## src/rtl/wfds_pkg.sv

```systemverilog
// ----------------------------------------------------------------------------
// wfds_pkg
// Shared types, constants and codes of the weighted fair dispatch scheduler.
// ----------------------------------------------------------------------------
package wfds_pkg;

  localparam int MAX_TASKS     = 16;
  localparam int IDX_W         = $clog2(MAX_TASKS);
  localparam int FRACTION_BITS = 16;
  localparam int VR_W          = 48;
  localparam int DIV_W         = 8 + FRACTION_BITS;

  localparam logic [7:0]      SLICE_RESET = 8'd5;
  localparam logic [VR_W-1:0] VR_MAX      = {VR_W{1'b1}};

  localparam logic OP_ADMIT    = 1'b0;
  localparam logic OP_DISPATCH = 1'b1;

  typedef enum logic [2:0] {
    ST_ADMITTED = 3'd0,
    ST_FULL     = 3'd1,
    ST_RAN      = 3'd2,
    ST_IDLE     = 3'd3,
    ST_EMPTY    = 3'd4
  } status_t;

  typedef enum logic [2:0] {
    S_WAIT,
    S_SCAN,
    S_DIVIDE,
    S_FINISH,
    S_OUT
  } state_t;

  typedef struct packed {
    logic op;
    logic [15:0] task_id;
    logic [31:0] arrival_time;
    logic [15:0] burst_length;
    logic [15:0] ticket_weight;
  } req_t;

  typedef struct packed {
    status_t status;
    logic [15:0] run_id;
    logic [31:0] slice_start;
    logic [31:0] slice_end;
    logic [15:0] left_to_run;
    logic finished;
    logic [31:0] wait_total;
    logic [31:0] turnaround;
  } rsp_t;

  // controller -> datapath
  typedef struct packed {
    logic load;      // capture request, reset scan
    logic admit;     // write the admit entry and form its result
    logic scan_step; // examine one entry
    logic div_start; // set up the divider on the pick
    logic div_step;  // one quotient bit
    logic finish;    // commit dispatch result
  } cmd_t;

  // datapath -> controller
  typedef struct packed {
    logic op;
    logic scan_last;
    logic div_last;
    logic any_valid;
    logic have_pick;
  } sts_t;

endpackage

```

## src/rtl/wfds_if.sv

```systemverilog
// ----------------------------------------------------------------------------
// wfds_req_if / wfds_rsp_if
// Valid/ready channels of the scheduler.
// ----------------------------------------------------------------------------
interface wfds_req_if;
  logic valid;
  logic ready;
  logic op;
  logic [15:0] task_id;
  logic [31:0] arrival_time;
  logic [15:0] burst_length;
  logic [15:0] ticket_weight;
  modport source (output valid, op, task_id, arrival_time, burst_length, ticket_weight,
                  input ready);
  modport sink (input valid, op, task_id, arrival_time, burst_length, ticket_weight,
                output ready);
endinterface

interface wfds_rsp_if;
  logic valid;
  logic ready;
  logic [2:0] status;
  logic [15:0] run_id;
  logic [31:0] slice_start;
  logic [31:0] slice_end;
  logic [15:0] left_to_run;
  logic finished;
  logic [31:0] wait_total;
  logic [31:0] turnaround;
  modport source (output valid, status, run_id, slice_start, slice_end, left_to_run,
                  finished, wait_total, turnaround, input ready);
  modport sink (input valid, status, run_id, slice_start, slice_end, left_to_run,
                finished, wait_total, turnaround, output ready);
endinterface

```

## src/rtl/wfds_ctrl.sv

```systemverilog
// ----------------------------------------------------------------------------
// wfds_ctrl
// Sequencer: accept, table scan, vruntime divide, commit, result hold.
// ----------------------------------------------------------------------------
module wfds_ctrl (
  input  logic            clk,
  input  logic            rst,
  input  logic            in_valid,
  output logic            in_ready,
  output logic            out_valid,
  input  logic            out_ready,
  input  wfds_pkg::sts_t  sts,
  output wfds_pkg::cmd_t  cmd
);

  wfds_pkg::state_t state, state_next;
  logic div_first;

  always_ff @(posedge clk) begin
    if (rst) state <= wfds_pkg::S_WAIT;
    else     state <= state_next;
  end

  always_comb begin
    state_next = state;
    case (state)
      wfds_pkg::S_WAIT: begin
        if (in_valid) state_next = wfds_pkg::S_SCAN;
      end
      wfds_pkg::S_SCAN: begin
        if (sts.op == wfds_pkg::OP_ADMIT) state_next = wfds_pkg::S_OUT;
        else if (sts.scan_last) state_next = wfds_pkg::S_DIVIDE;
      end
      wfds_pkg::S_DIVIDE: begin
        // the bit counter is stale during the setup cycle
        if (!sts.any_valid || !sts.have_pick || (sts.div_last && !div_first))
          state_next = wfds_pkg::S_FINISH;
      end
      wfds_pkg::S_FINISH: state_next = wfds_pkg::S_OUT;
      wfds_pkg::S_OUT: begin
        if (out_ready) state_next = wfds_pkg::S_WAIT;
      end
      default: state_next = wfds_pkg::S_WAIT;
    endcase
  end

  always_ff @(posedge clk) begin
    if (rst) div_first <= 1'b0;
    else     div_first <= (state == wfds_pkg::S_SCAN) && sts.scan_last;
  end

  always_comb begin
    cmd       = '0;
    in_ready  = 1'b0;
    out_valid = 1'b0;
    case (state)
      wfds_pkg::S_WAIT: begin
        in_ready = 1'b1;
        cmd.load = in_valid;
      end
      wfds_pkg::S_SCAN: begin
        cmd.admit     = (sts.op == wfds_pkg::OP_ADMIT);
        cmd.scan_step = (sts.op == wfds_pkg::OP_DISPATCH);
      end
      wfds_pkg::S_DIVIDE: begin
        cmd.div_start = div_first;
        cmd.div_step  = !div_first;
      end
      wfds_pkg::S_FINISH: cmd.finish = 1'b1;
      wfds_pkg::S_OUT: out_valid = 1'b1;
      default: ;
    endcase
  end

endmodule

```

## src/rtl/wfds_dp.sv

```systemverilog
// ----------------------------------------------------------------------------
// wfds_dp
// Task table, sequential minimum search, restoring divider and result register.
// ----------------------------------------------------------------------------
module wfds_dp (
  input  logic            clk,
  input  logic            rst,
  input  logic            cfg_we,
  input  logic [7:0]      cfg_data,
  input  wfds_pkg::req_t  req,
  input  wfds_pkg::cmd_t  cmd,
  output wfds_pkg::sts_t  sts,
  output wfds_pkg::rsp_t  rsp
);

  localparam int N  = wfds_pkg::MAX_TASKS;
  localparam int IW = wfds_pkg::IDX_W;
  localparam int DW = wfds_pkg::DIV_W;
  localparam int VW = wfds_pkg::VR_W;

  logic [N-1:0]  valid;
  logic [15:0]   e_id     [N];
  logic [31:0]   e_arr    [N];
  logic [15:0]   e_burst  [N];
  logic [15:0]   e_left   [N];
  logic [15:0]   e_weight [N];
  logic [VW-1:0] e_vr     [N];

  logic [7:0]    slice_cfg;
  logic [31:0]   now;
  wfds_pkg::req_t r;

  logic [IW-1:0] scan_idx;
  logic [IW-1:0] pick;
  logic          have_pick;
  logic          any_valid;

  logic [DW-1:0] dividend;
  logic [15:0]   divisor;
  logic [16:0]   rem;
  logic [DW-1:0] quo;
  logic [$clog2(DW+1)-1:0] div_cnt;
  logic [7:0]    run;

  // lowest free entry for admits
  logic          free_found;
  logic [IW-1:0] free_idx;
  always_comb begin
    free_found = 1'b0;
    free_idx   = '0;
    for (int i = N - 1; i >= 0; i--) begin
      if (!valid[i]) begin
        free_found = 1'b1;
        free_idx   = IW'(i);
      end
    end
  end

  logic better;
  always_comb begin
    better = !have_pick || (e_vr[scan_idx] < e_vr[pick]) ||
             ((e_vr[scan_idx] == e_vr[pick]) && (e_id[scan_idx] < e_id[pick]));
  end

  logic [7:0]  ts_eff;
  logic [15:0] pl;
  always_comb begin
    ts_eff = (slice_cfg == 8'd0) ? 8'd1 : slice_cfg;
    pl     = e_left[pick];
  end

  logic [16:0] rem_sh;
  always_comb rem_sh = {rem[15:0], dividend[DW-1]};

  // commit arithmetic
  logic [32:0] end_sum;
  logic [31:0] end_t;
  logic [31:0] now_inc;
  logic [15:0] left_new;
  logic [VW:0] vr_sum;
  logic [32:0] elapsed;
  logic [16:0] ran_t;
  always_comb begin
    end_sum  = {1'b0, now} + 33'(run);
    end_t    = end_sum[32] ? 32'hFFFF_FFFF : end_sum[31:0];
    now_inc  = (now == 32'hFFFF_FFFF) ? now : now + 32'd1;
    left_new = pl - 16'(run);
    vr_sum   = {1'b0, e_vr[pick]} + (VW + 1)'(quo);
    elapsed  = {1'b0, end_t} - {1'b0, e_arr[pick]};
    ran_t    = {1'b0, e_burst[pick]} - {1'b0, left_new};
  end

  // result words for admit and dispatch
  wfds_pkg::rsp_t rsp_adm;
  wfds_pkg::rsp_t rsp_fin;
  always_comb begin
    rsp_adm = '0;
    if (free_found) rsp_adm.status = wfds_pkg::ST_ADMITTED;
    else            rsp_adm.status = wfds_pkg::ST_FULL;
    rsp_fin = '0;
    if (!any_valid) rsp_fin.status = wfds_pkg::ST_EMPTY;
    else if (!have_pick) begin
      rsp_fin.status      = wfds_pkg::ST_IDLE;
      rsp_fin.slice_start = now;
      rsp_fin.slice_end   = now_inc;
    end else begin
      rsp_fin.status      = wfds_pkg::ST_RAN;
      rsp_fin.run_id      = e_id[pick];
      rsp_fin.slice_start = now;
      rsp_fin.slice_end   = end_t;
      rsp_fin.left_to_run = left_new;
      rsp_fin.wait_total  = (elapsed > {16'd0, ran_t}) ?
                            32'(elapsed - {16'd0, ran_t}) : 32'd0;
      if (left_new == 16'd0) begin
        rsp_fin.finished   = 1'b1;
        rsp_fin.turnaround = elapsed[31:0];
      end
    end
  end

  always_ff @(posedge clk) begin
    if (rst) begin
      valid     <= '0;
      slice_cfg <= wfds_pkg::SLICE_RESET;
      now       <= '0;
    end else begin
      if (cfg_we) slice_cfg <= cfg_data;
      if (cmd.admit && free_found) valid[free_idx] <= 1'b1;
      if (cmd.finish && any_valid) begin
        if (!have_pick) now <= now_inc;
        else begin
          now <= end_t;
          if (left_new == 16'd0) valid[pick] <= 1'b0;
        end
      end
    end
  end

  always_ff @(posedge clk) begin
    if (cmd.load) begin
      r         <= req;
      scan_idx  <= '0;
      have_pick <= 1'b0;
      any_valid <= 1'b0;
      pick      <= '0;
    end
    if (cmd.admit) begin
      rsp <= rsp_adm;
      if (free_found) begin
        e_id[free_idx]     <= r.task_id;
        e_arr[free_idx]    <= r.arrival_time;
        e_burst[free_idx]  <= r.burst_length;
        e_left[free_idx]   <= r.burst_length;
        e_weight[free_idx] <= (r.ticket_weight == 16'd0) ? 16'd1 : r.ticket_weight;
        e_vr[free_idx]     <= '0;
      end
    end
    if (cmd.scan_step) begin
      scan_idx <= scan_idx + IW'(1);
      if (valid[scan_idx]) begin
        any_valid <= 1'b1;
        if (e_arr[scan_idx] <= now && better) begin
          pick      <= scan_idx;
          have_pick <= 1'b1;
        end
      end
    end
    if (cmd.div_start) begin
      run      <= (pl < {8'd0, ts_eff}) ? pl[7:0] : ts_eff;
      dividend <= {((pl < {8'd0, ts_eff}) ? pl[7:0] : ts_eff),
                   {wfds_pkg::FRACTION_BITS{1'b0}}};
      divisor  <= e_weight[pick];
      rem      <= '0;
      quo      <= '0;
      div_cnt  <= '0;
    end
    if (cmd.div_step) begin
      // restoring division, one quotient bit per cycle
      dividend <= {dividend[DW-2:0], 1'b0};
      div_cnt  <= div_cnt + 1'b1;
      if (rem_sh >= {1'b0, divisor}) begin
        rem <= rem_sh - {1'b0, divisor};
        quo <= {quo[DW-2:0], 1'b1};
      end else begin
        rem <= rem_sh;
        quo <= {quo[DW-2:0], 1'b0};
      end
    end
    if (cmd.finish) begin
      rsp <= rsp_fin;
      if (any_valid && have_pick) begin
        e_left[pick] <= left_new;
        e_vr[pick]   <= vr_sum[VW] ? wfds_pkg::VR_MAX : vr_sum[VW-1:0];
      end
    end
  end

  always_comb begin
    sts.op        = r.op;
    sts.scan_last = (scan_idx == IW'(N - 1));
    sts.div_last  = (div_cnt == ($bits(div_cnt))'(DW - 1));
    sts.any_valid = any_valid;
    sts.have_pick = have_pick;
  end

endmodule

```

## src/rtl/weighted_fair_dispatch_scheduler_unit.sv

```systemverilog
// ----------------------------------------------------------------------------
// weighted_fair_dispatch_scheduler_unit
// Virtual-runtime fair scheduler over a 16-entry task table.
// ----------------------------------------------------------------------------
// One request at a time. An admit passes from the scan state straight to the
// result state. A dispatch scans the table one entry per cycle, sets up a
// restoring divider, forms the vruntime increment at one quotient bit per
// cycle and then commits; with an empty table or no arrived task the divide
// is skipped after its setup. The next request is accepted the cycle after
// the result is taken, and output stalls delay that accept directly.
module weighted_fair_dispatch_scheduler_unit (
  input  logic          clk,
  input  logic          rst,
  input  logic          cfg_we,
  input  logic [7:0]    cfg_data,
  wfds_req_if.sink      req,
  wfds_rsp_if.source    rsp
);

  wfds_pkg::cmd_t cmd;
  wfds_pkg::sts_t sts;
  wfds_pkg::req_t req_d;
  wfds_pkg::rsp_t rsp_d;

  always_comb begin
    req_d.op            = req.op;
    req_d.task_id       = req.task_id;
    req_d.arrival_time  = req.arrival_time;
    req_d.burst_length  = req.burst_length;
    req_d.ticket_weight = req.ticket_weight;
  end

  assign rsp.status      = rsp_d.status;
  assign rsp.run_id      = rsp_d.run_id;
  assign rsp.slice_start = rsp_d.slice_start;
  assign rsp.slice_end   = rsp_d.slice_end;
  assign rsp.left_to_run = rsp_d.left_to_run;
  assign rsp.finished    = rsp_d.finished;
  assign rsp.wait_total  = rsp_d.wait_total;
  assign rsp.turnaround  = rsp_d.turnaround;

  wfds_ctrl u_ctrl (
    .clk      (clk),
    .rst      (rst),
    .in_valid (req.valid),
    .in_ready (req.ready),
    .out_valid(rsp.valid),
    .out_ready(rsp.ready),
    .sts      (sts),
    .cmd      (cmd)
  );

  wfds_dp u_dp (
    .clk     (clk),
    .rst     (rst),
    .cfg_we  (cfg_we),
    .cfg_data(cfg_data),
    .req     (req_d),
    .cmd     (cmd),
    .sts     (sts),
    .rsp     (rsp_d)
  );

`ifndef SYNTHESIS
  a_no_overlap: assert property (@(posedge clk) disable iff (rst)
    !(req.ready && rsp.valid)) else $error("accept while result pending");
  a_finish_ran: assert property (@(posedge clk) disable iff (rst)
    rsp.valid && rsp.finished |->
      rsp.status == wfds_pkg::ST_RAN && rsp.left_to_run == 16'd0)
    else $error("finished without a run");
  a_rsp_after: assert property (@(posedge clk) disable iff (rst)
    rsp.valid && rsp.ready |=> req.ready) else $error("no return to accept");
`endif

endmodule

```

## src/flat_wrapper.sv

```systemverilog
// flat-port wrapper written by rule: the top's interface ports become plain ports
module weighted_fair_dispatch_scheduler_unit_flat 
  (clk, rst, cfg_we, cfg_data, req_valid, req_op, req_task_id, req_arrival_time, req_burst_length, req_ticket_weight, req_ready, rsp_valid, rsp_status, rsp_run_id, rsp_slice_start, rsp_slice_end, rsp_left_to_run, rsp_finished, rsp_wait_total, rsp_turnaround, rsp_ready);
  wfds_req_if req_i ();
  wfds_rsp_if rsp_i ();
  input  logic clk;
  input  logic rst;
  input  logic cfg_we;
  input  logic [7:0] cfg_data;
  input wire logic [$bits(req_i.valid)-1:0] req_valid;
  input wire logic [$bits(req_i.op)-1:0] req_op;
  input wire logic [$bits(req_i.task_id)-1:0] req_task_id;
  input wire logic [$bits(req_i.arrival_time)-1:0] req_arrival_time;
  input wire logic [$bits(req_i.burst_length)-1:0] req_burst_length;
  input wire logic [$bits(req_i.ticket_weight)-1:0] req_ticket_weight;
  output wire logic [$bits(req_i.ready)-1:0] req_ready;
  output wire logic [$bits(rsp_i.valid)-1:0] rsp_valid;
  output wire logic [$bits(rsp_i.status)-1:0] rsp_status;
  output wire logic [$bits(rsp_i.run_id)-1:0] rsp_run_id;
  output wire logic [$bits(rsp_i.slice_start)-1:0] rsp_slice_start;
  output wire logic [$bits(rsp_i.slice_end)-1:0] rsp_slice_end;
  output wire logic [$bits(rsp_i.left_to_run)-1:0] rsp_left_to_run;
  output wire logic [$bits(rsp_i.finished)-1:0] rsp_finished;
  output wire logic [$bits(rsp_i.wait_total)-1:0] rsp_wait_total;
  output wire logic [$bits(rsp_i.turnaround)-1:0] rsp_turnaround;
  input wire logic [$bits(rsp_i.ready)-1:0] rsp_ready;
  assign req_i.valid = req_valid;
  assign req_i.op = req_op;
  assign req_i.task_id = req_task_id;
  assign req_i.arrival_time = req_arrival_time;
  assign req_i.burst_length = req_burst_length;
  assign req_i.ticket_weight = req_ticket_weight;
  assign req_ready = req_i.ready;
  assign rsp_valid = rsp_i.valid;
  assign rsp_status = rsp_i.status;
  assign rsp_run_id = rsp_i.run_id;
  assign rsp_slice_start = rsp_i.slice_start;
  assign rsp_slice_end = rsp_i.slice_end;
  assign rsp_left_to_run = rsp_i.left_to_run;
  assign rsp_finished = rsp_i.finished;
  assign rsp_wait_total = rsp_i.wait_total;
  assign rsp_turnaround = rsp_i.turnaround;
  assign rsp_i.ready = rsp_ready;
  weighted_fair_dispatch_scheduler_unit u_core (.clk(clk), .rst(rst), .cfg_we(cfg_we), .cfg_data(cfg_data), .req(req_i), .rsp(rsp_i));
endmodule
```

## config.mk

```make
export PLATFORM = sky130hd
export DESIGN_NAME = weighted_fair_dispatch_scheduler_unit_flat
export DESIGN_NICKNAME = d
export VERILOG_FILES = /design/src/rtl/wfds_pkg.sv /design/src/rtl/wfds_if.sv /design/src/rtl/wfds_ctrl.sv /design/src/rtl/wfds_dp.sv /design/src/rtl/weighted_fair_dispatch_scheduler_unit.sv /design/src/flat_wrapper.sv
export SDC_FILE = /design/constraint.sdc
export NUM_CORES = 2
export LEC_CHECK = 0
export BUFFER_PORTS_ARGS = -buffer_cell sky130_fd_sc_hd__buf_2
export CAP_MARGIN = 20
export CORE_ASPECT_RATIO = 2
export CORE_UTILIZATION = 60
export DETAILED_ROUTE_END_ITERATION = 7
export GPL_TIMING_DRIVEN = 0
export PLACE_DENSITY = 0.77
export SLEW_MARGIN = 25
export SYNTH_ARGS = -nofsm -noshare
export SYNTH_HDL_FRONTEND = slang
export SYNTH_SLANG_ARGS = --single-unit
```

## constraint.sdc

```tcl
create_clock -name clk -period 10.9 [get_ports clk]
set_input_delay 1.09 -clock clk [delete_from_list [all_inputs] [get_ports clk]]
set_output_delay 1.09 -clock clk [all_outputs]
set_load 0.005 [all_outputs]
```

==> metrics.md <==
| Metric | Value |
|---|---|
| Commonest non-fill, non-tap cell in the layout | edfxtp_1 |
| Post-synth EDFFs | 2630 |
| Total clock buffers created by CTS | 222 |
| Initial Utilization | 60.3% |
| Root Buffer | clkbuf_16 |
| Gr usage total | 40.7% |
| Non-filler instance count after layout | 10131 |
| Routed len/inst | 41.0 um |
| Worst R2R Start | u_core.u_dp.pick[3] |
| Max Buffers Root-to-Sink | 4 |
| Final hold slack | 0.334 ns |
| Hold Crit Class | input pin to register |
| Post-synth top area cell | edfxtp_1 |
| Number of standard cells after synthesis | 6536 |
| Hold Path End | u_core.u_dp.r[45] |
| Crit path max fanout | 19 |
| Mean area per synthesized cell | 18.9 sq um |
| Main flop type after synthesis | edfxtp_1 |
| Total design power | 22.6 mW |
| Final wirelength | 415000 um |
| Pwr dens | 160 mW/mm^2 |
| Achievable clock frequency | 91.9 MHz |
| I/O pin total | 260 |
| Detailed Place HPWL | 288000 um |
| FF-to-FF End | u_core.u_dp.rsp[41] |
| Rows | 235 |
| Most frequent cells in the layout | edfxtp_1, mux4_2, buf_2 |
| Worst-Margin Slew | 1.19 ns |
| Leak | 44.2 nW |
| Final ANT Viol Nets | 0 |
| Final setup violation count | 0 |
| Sink Count | 2700 |
| Clock-pin slew on the worst setup and hold paths | 0.08 ns |
| Clk Latency, worst-skew pair | 0.93 ns |
| Placed insts | 9722 |
| Fin crit share | 99.8% |
| Die Wd | 322 um |
| Final min period | 10.88 ns |
| Die height | 643 um |
| H-tree depth | 4 |
| Nets | 7541 |
| Setup tns final | 0 ns |
| Distinct cells, synth | 83 |
| Core Area | 0.204 sq mm |
| Critical path's slowest cell | clkbuf_1 |
| Slowest stage delay, CP | 0.85 ns |
| Kind of critical path | register to register |
| Placer Congestion | 0.992 |
| Slew headroom | 20.9% |
| Worst slack, placed | -1.58 ns |
| Max Cap Viol | 0 |
| First-pass GRT wire length | 575000 um |
| Routed vias/inst | 7.45 |
| Mapped cell area | 0.123 sq mm |
| Crit path DAT | 11.51 ns |
| Peak VDD IR | 0.173 mV |
| Hold Fails Final Rpt | 0 |
| Yosys top cell area share | 64.1% |
| R2R setup slack | 0.02 ns |
| CP Launch Type | register |
| Post-Route Skew | 0.0671 ns |
| Hold path start | req_arrival_time[13] |
| Port buffer count | 258 |
| #FFs+latches synth | 2700 |
| Hold Buf Count CTS | 0 |
| Fraction of registers with async set or reset after synthesis | 0% |
| Sequential area share after synthesis | 65.2% |
| Largest cells by area after synthesis | edfxtp_1, mux4_2, ha_1, dfxtp_1, nor2_1 |
| RSZ-0062 raised after global routing | false |
| Worst EP required | 11.53 ns |
| Synth-to-layout area growth | 14.3% |
| Drt pass-1 iters | 8 |
| Setup ws final | 0.0207 ns |
| CP bufs+invs | 7 |
| Slew Viols, Final | 0 |
| Initial DRC count | 11374 |
| Critical path's top delay family | buffers and inverters |
| Largest net degree at the start of global routing | 57 |
| Die area | 0.207 sq mm |
| Yosys warns | 0 |
| Crit end category | register |
| FF-to-FF path depth | 27 |
| Vias | 75471 |
| Run status | complete, no violations |
| Share of cells above drive strength 1 | 31.9% |
| DRC | 0 |
| Grt total ovfl | 0 |
| Cells on Worst Hold Path | 1 |
| CTS tree | yes |
| Initial antenna violation count | 32 |
| Post-Synthesis Net Count | 6860 |
| Vias in the first global route | 76830 |
worst max-delay path by stage:
stage,from,end,cells past startpoint
global route,u_core.u_dp.pick[0],u_core.u_dp.rsp[41],36
finish,u_core.u_dp.pick[3],u_core.u_dp.rsp[41],27
detailed placement,u_core.u_dp.pick[1],u_core.u_dp.rsp[41],33
global placement,u_core.u_dp.pick[1],u_core.u_dp.e_vr[11][13],15
floorplan,u_core.u_dp.pick[0],u_core.u_dp.rsp[41],40
CTS,u_core.u_dp.pick[1],u_core.u_dp.rsp[41],33
through the flow:
step | utilization [%] | area, sq um
after floorplan | - | 123000
after global placement | 62.6 | 128000
after detailed placement | 65.2 | 133000
after CTS | 68.9 | 141000
after global routing | 68.9 | 141000
final | 68.9 | 141000
timing repair:
action | CTS | global route
hold endpoints to repair | 0 | 0
setup endpoints to repair | 766 | 32
gates resized for setup | 63 | 6
setup buffers | 0 | 0
registers in the layout, summed over array words and instances, names as in the netlist, 16 cells and up, named ones only:
name,count
u_core.u_dp.rem,16
u_core.u_dp.e_vr,768
u_core.u_dp.divisor,16
u_core.u_dp.e_arr,512
u_core.u_dp.e_id,256
u_core.u_dp.r,80
u_core.u_dp.e_weight,256
u_core.u_dp.e_burst,256
u_core.u_dp.rsp,164
u_core.u_dp.e_left,256
u_core.u_dp.quo,24
u_core.u_dp.valid,16
u_core.u_dp.now,32
layer usage:
metal | routed length (um) | up-vias | track usage [%] | part of all wire, %
met5 | 120 | - | 0 | 0.029
li1 | - | 28461 | - | -
met3 | 49100 | 1897 | 9.72 | 12
met1 | 122000 | 38242 | 46.2 | 29
met4 | 43100 | 18 | 32.8 | 10
met2 | 201000 | 6853 | 65.6 | 48
cell usage after synthesis, types with 5 or more instances:
cell	n
o21ai_1	5
a21boi_0	16
a21o_1	111
a21oi_1	219
xnor2_1	117
or2_2	11
mux2_2	14
a41o_1	5
or3_1	14
ha_1	223
clkbuf_1	240
a31oi_1	20
a311oi_1	10
nor2b_1	50
buf_1	47
o21bai_1	17
o31ai_1	12
buf_2	76
inv_1	233
nor4_1	18
dfxtp_1	70
nand2b_1	38
and3_1	20
nor3b_1	5
nor3_1	74
o211ai_1	6
fa_1	7
xor2_1	47
o21ai_0	129
buf_4	14
a211oi_1	20
o21a_1	30
nand2_1	160
mux4_2	1197
nand3_1	66
mux2i_1	36
and2_1	36
nor2_1	359
nand4_1	55
edfxtp_1	2630
final cells by class:
class / instances / area (sq um)
sequential: 2700 / 80400
timing repair buffer: 463 / 6080
fill: 12412 / 63500
inverter: 237 / 897
multi-input combinational: 3220 / 40900
clock inverter: 141 / 1610
clock buffer: 258 / 5770
tap: 2725 / 3410
antenna: 14 / 35.0
buffer: 373 / 1780
where the power goes:
part	total [mW]	internal (mW)	switching, mW	leakage, nW
Clock	8.39	4.55	3.85	3.59
Combinational	2.56	1.03	1.53	17.1
Sequential	11.6	11.5	0.142	23.5
Total	22.6	17.1	5.52	44.2
logic make-up after synthesis:
| family | count (synthesis) | synth area share (%) |
|---|---|---|
| AOI/OAI and AO/OA | 653 | 3.36 |
| xor gates and xnor gates | 165 | 1.18 |
| adders and majority gates | 230 | 2.38 |
| buffers and inverters | 616 | 2.01 |
| DFF | 2700 | 65.2 |
| muxes | 1248 | 22.3 |
| and+or+nand+nor | 924 | 3.56 |
Note: power is estimated with default switching activity, not from simulation.
